## config.mk

```make
export PLATFORM = sky130hd
export DESIGN_NAME = sorted_priority_queue
export DESIGN_NICKNAME = d
export VERILOG_FILES = /design/src/sv/spq_pkg.sv /design/src/sv/sorted_priority_queue.sv
export SDC_FILE = /design/constraint.sdc
export NUM_CORES = 1
export LEC_CHECK = 0
export BUFFER_PORTS_ARGS = -buffer_cell sky130_fd_sc_hd__buf_2
export CELL_PAD_IN_SITES_DETAIL_PLACEMENT = 1
export CELL_PAD_IN_SITES_GLOBAL_PLACEMENT = 1
export CORE_UTILIZATION = 55
export CTS_BUF_LIST = sky130_fd_sc_hd__clkbuf_4 sky130_fd_sc_hd__clkbuf_8
export DETAILED_ROUTE_END_ITERATION = 10
export PLACE_DENSITY_LB_ADDON = 0.1
export RECOVER_POWER = 25
export SETUP_SLACK_MARGIN = 0.1
export SKIP_CTS_REPAIR_TIMING = 1
export SYNTH_ARGS = -nofsm -noshare
export SYNTH_HDL_FRONTEND = slang
export SYNTH_SLANG_ARGS = --single-unit
```

## constraint.sdc

```tcl
create_clock -name i_clk -period 4.7 [get_ports i_clk]
set_input_delay 0.47 -clock i_clk [delete_from_list [all_inputs] [get_ports i_clk]]
set_output_delay 0.47 -clock i_clk [all_outputs]
set_load 0.05 [all_outputs]
```

## src/sv/spq_pkg.sv

```systemverilog
package spq_pkg;

    localparam int CAPACITY = 16;
    localparam int IDX_W    = $clog2(CAPACITY);
    localparam int CNT_W    = $clog2(CAPACITY + 1);

    localparam logic [CNT_W-1:0] CAP_COUNT = CNT_W'(CAPACITY);

    typedef enum logic [1:0] {
        ST_DONE  = 2'd0,
        ST_EMPTY = 2'd1,
        ST_FULL  = 2'd2
    } t_status;

    typedef enum logic {
        OP_INSERT = 1'b0,
        OP_REMOVE = 1'b1
    } t_opcode;

    typedef struct packed {
        logic [7:0]  prio;
        logic [15:0] rec;
        logic [7:0]  age;
    } t_entry;

    // Map a queue position to a storage slot of the circular buffer.
    function automatic logic [IDX_W-1:0] slot_of(input logic [IDX_W-1:0] head,
                                                 input logic [IDX_W-1:0] pos);
        logic [IDX_W:0] sum;
        sum = {1'b0, head} + {1'b0, pos};
        if (sum >= (IDX_W+1)'(CAPACITY)) begin
            sum = sum - (IDX_W+1)'(CAPACITY);
        end
        return sum[IDX_W-1:0];
    endfunction

endpackage

```

## src/sv/sorted_priority_queue.sv

```systemverilog
// Sorted priority queue on a circular buffer, one read and one write port.
// Steps: a full insert or an empty remove answers from idle; a remove pops the
// head in S_POP; an insert walks the stored entries of lower priority, one per
// cycle through the read port in S_CMP, then writes the new entry into the hole.
// Throughput: one request at a time; busy is high until the result strobe.
// Synchronous active-low reset empties the queue; results cannot be stalled.
module sorted_priority_queue (
    input  logic                       i_clk,
    input  logic                       i_rst_n,
    input  logic                       start,
    output logic                       busy,
    input  logic                       i_opcode,
    input  logic [7:0]                 i_new_priority,
    input  logic [15:0]                i_new_record,
    input  logic [7:0]                 i_new_age,
    output logic                       o_valid,
    output logic [1:0]                 o_status,
    output logic [7:0]                 o_out_priority,
    output logic [15:0]                o_out_record,
    output logic [7:0]                 o_out_age,
    output logic [spq_pkg::CNT_W-1:0]  o_occupancy
);

    typedef enum logic [3:0] {
        S_IDLE  = 4'b0001,
        S_CMP   = 4'b0010,
        S_PLACE = 4'b0100,
        S_POP   = 4'b1000
    } t_state;

    t_state                      r_state, n_state;
    logic [spq_pkg::IDX_W-1:0]   r_head, n_head;
    logic [spq_pkg::CNT_W-1:0]   r_count, n_count;
    logic [spq_pkg::IDX_W-1:0]   r_pos, n_pos;
    spq_pkg::t_entry             r_new, n_new;

    logic                        r_valid, n_valid;
    spq_pkg::t_status            r_status, n_status;
    spq_pkg::t_entry             r_out, n_out;
    logic [spq_pkg::CNT_W-1:0]   r_occ, n_occ;

    spq_pkg::t_entry             r_mem [spq_pkg::CAPACITY];
    spq_pkg::t_entry             r_rd_data;
    logic [spq_pkg::IDX_W-1:0]   rd_addr;
    logic                        wr_en;
    logic [spq_pkg::IDX_W-1:0]   wr_addr;
    spq_pkg::t_entry             wr_data;
    logic [spq_pkg::CNT_W-1:0]   count_m1;

    assign count_m1 = r_count - 1'b1;
    assign busy     = (r_state != S_IDLE);

    always_comb begin
        n_state  = r_state;
        n_head   = r_head;
        n_count  = r_count;
        n_pos    = r_pos;
        n_new    = r_new;
        n_valid  = 1'b0;
        n_status = r_status;
        n_out    = r_out;
        n_occ    = r_occ;
        wr_en    = 1'b0;
        wr_addr  = spq_pkg::slot_of(r_head, r_pos);
        wr_data  = r_new;
        rd_addr  = spq_pkg::slot_of(r_head, count_m1[spq_pkg::IDX_W-1:0]);

        case (r_state)
            S_IDLE: begin
                if (i_opcode == spq_pkg::OP_REMOVE) begin
                    rd_addr = r_head;
                end
                if (start) begin
                    n_new = '{prio: i_new_priority, rec: i_new_record, age: i_new_age};
                    if (i_opcode == spq_pkg::OP_REMOVE) begin
                        if (r_count == '0) begin
                            n_valid  = 1'b1;
                            n_status = spq_pkg::ST_EMPTY;
                            n_out    = '0;
                            n_occ    = r_count;
                        end else begin
                            n_state = S_POP;
                        end
                    end else begin
                        if (r_count >= spq_pkg::CAP_COUNT) begin
                            n_valid  = 1'b1;
                            n_status = spq_pkg::ST_FULL;
                            n_out    = '0;
                            n_occ    = r_count;
                        end else if (r_count == '0) begin
                            n_pos   = '0;
                            n_state = S_PLACE;
                        end else begin
                            // hole sits at the tail; compare against the last entry
                            n_pos   = r_count[spq_pkg::IDX_W-1:0];
                            n_state = S_CMP;
                        end
                    end
                end
            end
            S_CMP: begin
                wr_en = 1'b1;
                if (r_rd_data.prio >= r_new.prio) begin
                    // drop the new entry into the hole behind an equal or higher one
                    n_count  = r_count + 1'b1;
                    n_valid  = 1'b1;
                    n_status = spq_pkg::ST_DONE;
                    n_out    = '0;
                    n_occ    = r_count + 1'b1;
                    n_state  = S_IDLE;
                end else begin
                    // move the lower entry back one place, advance the hole forward
                    wr_data = r_rd_data;
                    n_pos   = r_pos - 1'b1;
                    rd_addr = spq_pkg::slot_of(r_head, r_pos - spq_pkg::IDX_W'(2));
                    if (r_pos == spq_pkg::IDX_W'(1)) begin
                        n_state = S_PLACE;
                    end
                end
            end
            S_PLACE: begin
                wr_en    = 1'b1;
                n_count  = r_count + 1'b1;
                n_valid  = 1'b1;
                n_status = spq_pkg::ST_DONE;
                n_out    = '0;
                n_occ    = r_count + 1'b1;
                n_state  = S_IDLE;
            end
            S_POP: begin
                n_head   = spq_pkg::slot_of(r_head, spq_pkg::IDX_W'(1));
                n_count  = count_m1;
                n_valid  = 1'b1;
                n_status = spq_pkg::ST_DONE;
                n_out    = r_rd_data;
                n_occ    = count_m1;
                n_state  = S_IDLE;
            end
            default: begin
                n_state = S_IDLE;
            end
        endcase
    end

    always_ff @(posedge i_clk) begin
        if (!i_rst_n) begin
            r_state <= S_IDLE;
            r_head  <= '0;
            r_count <= '0;
            r_valid <= 1'b0;
        end else begin
            r_state <= n_state;
            r_head  <= n_head;
            r_count <= n_count;
            r_valid <= n_valid;
        end
    end

    always_ff @(posedge i_clk) begin
        r_pos    <= n_pos;
        r_new    <= n_new;
        r_status <= n_status;
        r_out    <= n_out;
        r_occ    <= n_occ;
    end

    always_ff @(posedge i_clk) begin
        if (wr_en) begin
            r_mem[wr_addr] <= wr_data;
        end
        r_rd_data <= r_mem[rd_addr];
    end

    assign o_valid        = r_valid;
    assign o_status       = r_status;
    assign o_out_priority = r_out.prio;
    assign o_out_record   = r_out.rec;
    assign o_out_age      = r_out.age;
    assign o_occupancy    = r_occ;

    a_count_bound: assert property (@(posedge i_clk) disable iff (!i_rst_n)
        r_count <= spq_pkg::CAP_COUNT)
        else $error("entry count above capacity");

    a_result_idle: assert property (@(posedge i_clk) disable iff (!i_rst_n)
        r_valid |-> (r_state == S_IDLE))
        else $error("result strobe while still working");

    a_accept_progress: assert property (@(posedge i_clk) disable iff (!i_rst_n)
        (start && !busy) |=> (r_valid || busy))
        else $error("accepted request neither finished nor in progress");

    a_hole_nonzero: assert property (@(posedge i_clk) disable iff (!i_rst_n)
        (r_state == S_CMP) |-> (r_pos != '0))
        else $error("compare step with hole at the front");

    a_count_on_result: assert property (@(posedge i_clk) disable iff (!i_rst_n)
        !$stable(r_count) |-> r_valid)
        else $error("entry count changed without a result");

endmodule

```

==> metrics.cfg <==
[outcome]
status = complete, but fails checks
violations = max-capacitance violations, max-slew violations

[power]
p_leak_nw = 10.1
vdd_ir_drop_max_uv = 254
power_density_nw_per_um2 = 440
power_w = 0.0126

[yosys]
synthCells = 1535
synth-edff-count = 587
async_flop_share_pct = 0
yosys_warnings = 0
yosysSeqAreaShare_pct = 74.3
synthesis.area_um2 = 25000
synth_top_area_share_pct = 70.6
yosysTopAreaCell = edfxtp_1
yosys-top-cells-area = edfxtp_1 (71%), mux2i_1 (8.4%), dfxtp_1 (3.7%)
synth.distinct_cells = 63
synth_flop_cell = edfxtp_1
syn-num-nets = 1598
yosys_register_bits = 633
syn_area_per_cell_um2 = 16.3

[drt]
wl_met3_mm = 4.35
drt-initial-drc-count = 1355
vias = 14400
wl_met1_mm = 26.4
wire_per_inst_um = 26.8
wl_mm = 64.5
drtPass1Iterations = 5
vias_per_cell = 6.01
highest_layer = met4
drc = 0
ant_nets = 0
wl_met2_mm = 32.1

[global_route]
overflow = 0
first_global_vias = 15400
antenna_found_initial = 1
grt_start_max_net_pins = 53
grt_pass1_wl_mm = 95.3
track_usage_pct = 28.2

[clocking]
clock-sinks = 633
cts_tree = built
clk_path_buf_depth = 3
clock_latency_ns = 0.67
htreeDepth = 3
path_clk_slew_ns = 0.06
cts_root_buffer = clkbuf_8
cts_buffers = 100

[setup_path]
cp-end-kind = register
critPathKind = register to register
critPathArrivalTime_ns = 4.70
critical_path_peak_fanout = 43
start_kind = register
cp.required_ns = 5.24

[sta]
finalHoldViolCount = 0
skew_ns = 0.0288
finalCritPeriodShare_pct = 88.5
fin_setup_tns_ns = 0
worst_pin_slew_ns = 2.24
slew_headroom_pct = -49.3
setup-violations-final = 0
min_period_ns = 4.16
maxClockFrequency_mhz = 240
rsz0062_at_grt = no
drv_slew = 97

[placement]
place_hpwl_mm = 37.4
gp_congestion = 0.786
io_buffers = 76

[floorplanning]
start_util_pct = 56.1
die_y_um = 215
dieArea_um2 = 46300
io_pins = 77
die-width_um = 215
design.core.area_um2 = 44500
num_rows = 77

[finish]
fill_cells = 4033
synthToLayoutAreaGrowth_pct = 14.5
nets = 1792
diodes = 0
drive_above_1_share_pct = 16.3

[run]
cap_violations = 5

[hold_path]
hp-class = input pin to register

## registers in the layout, summed over array words and instances, names as in the netlist, 2 cells and up
name and cells:
r_pos 4, r_count 5, o_status 2, o_out_record 16, r_rd_data 32, r_state 4
o_occupancy 5, o_out_age 8, r_new 32, r_mem 512, r_head 4, o_out_priority 8
## synth_stat cells, drive strengths merged (20+ instances only)
library cell	count
dfxtp	46
buf	52
edfxtp	587
clkbuf	28
mux2i	209
o22ai	62
o21ai	24
ha	24
and2	40
nor2	40
a32oi	20
nand2	171
inv	23
## metrics by stage
stage / cells / instance area, um2 / worst slack, ns / hold slack (ns) / utilization (%)
2_1_floorplan: 1535 / 25000 / 0.875 / 0.506 / -
3_3_place_gp: 2188 / 26300 / 0.824 / 0.517 / 59.2
3_5_place_dp: 2188 / 26300 / 0.642 / 0.524 / 59.2
4_1_cts: 2372 / 28400 / 0.504 / -0.0857 / 63.9
5_1_grt: 2403 / 28600 / 0.317 / 0.109 / 64.2
6_report: 2403 / 28600 / 0.541 / 0.134 / 64.2
## layout by cell type (no fill, tap or decap), types with 17 or more instances in the layout
cell type / count
o221ai_1: 17
clkbuf_1: 51
o21ai_0: 21
edfxtp_1: 587
dlygate4sd3_1: 31
o22ai_1: 62
a21boi_0: 17
inv_1: 22
and2_0: 26
clkbuf_4: 50
buf_2: 32
mux2i_1: 209
a22oi_1: 17
o211a_1: 18
dfxtp_1: 46
nand2_1: 169
clkbuf_8: 116
buf_4: 52
ha_1: 24
nor2_1: 26
a32oi_1: 19
## critical path: stages, from the launching register on
cell and delay, ns:
edfxtp_1 0.36, inv_1 0.08, ha_1 0.25, and3_1 0.18, o21ai_0 0.22, a31oi_1 0.25
nor2_4 0.18, clkbuf_2 1.02, o21ai_2 0.21, nand2_1 0.67, o221ai_1 0.32, o211a_1 0.29
## layout make-up
cell class / instances / area [um2] / area share, %
flip-flops and latches: 633 / 18500 / 64.9
multi-input cells: 799 / 5990 / 21.0
repair buffers: 172 / 1140 / 4.00
inverters: 23 / 86.3 / 0.302
clock inverters: 18 / 106 / 0.372
well taps: 592 / 741 / 2.59
clock buffers: 166 / 1970 / 6.90
## power by group
part,switching (W),total [W],internal (W)
clock,0.00209,0.00477,0.00269
combinational,0.000886,0.00134,0.000449
sequential,0.000111,0.00647,0.00636
total,0.00309,0.0126,0.00950
## kinds of logic after synthesis
kind of cell / Yosys count / synth area share (%)
AO/OA/AOI/OAI: 232 / 6.88
XOR/XNOR: 25 / 0.877
flip-flops: 633 / 74.3
adder cells (fa/ha/maj): 27 / 1.44
buffers and inverters: 103 / 2.11
AND/OR/NAND/NOR: 304 / 5.89
multiplexers: 211 / 8.51
## final timing paths
path	endpoint	slack (ns)	cells after the start	startpoint
worst max-delay path	r_rd_data[0]	0.54	11	r_new[26]
worst min-delay path	r_state[0]	0.13	2	i_rst_n
worst max register to register	r_rd_data[0]	0.54	11	r_new[26]
worst min register to register	o_out_record[6]	0.55	1	r_rd_data[14]
## routing by layer
| layer | GRT usage (%) | up-vias |
|---|---|---|
| met3 | 4.63 | 121 |
| met5 | 0 | - |
| li1 | - | 6362 |
| met1 | 37.1 | 7389 |
| met4 | 10.8 | 0 |
| met2 | 47.2 | 566 |
Power figures use the tool's default switching activity.
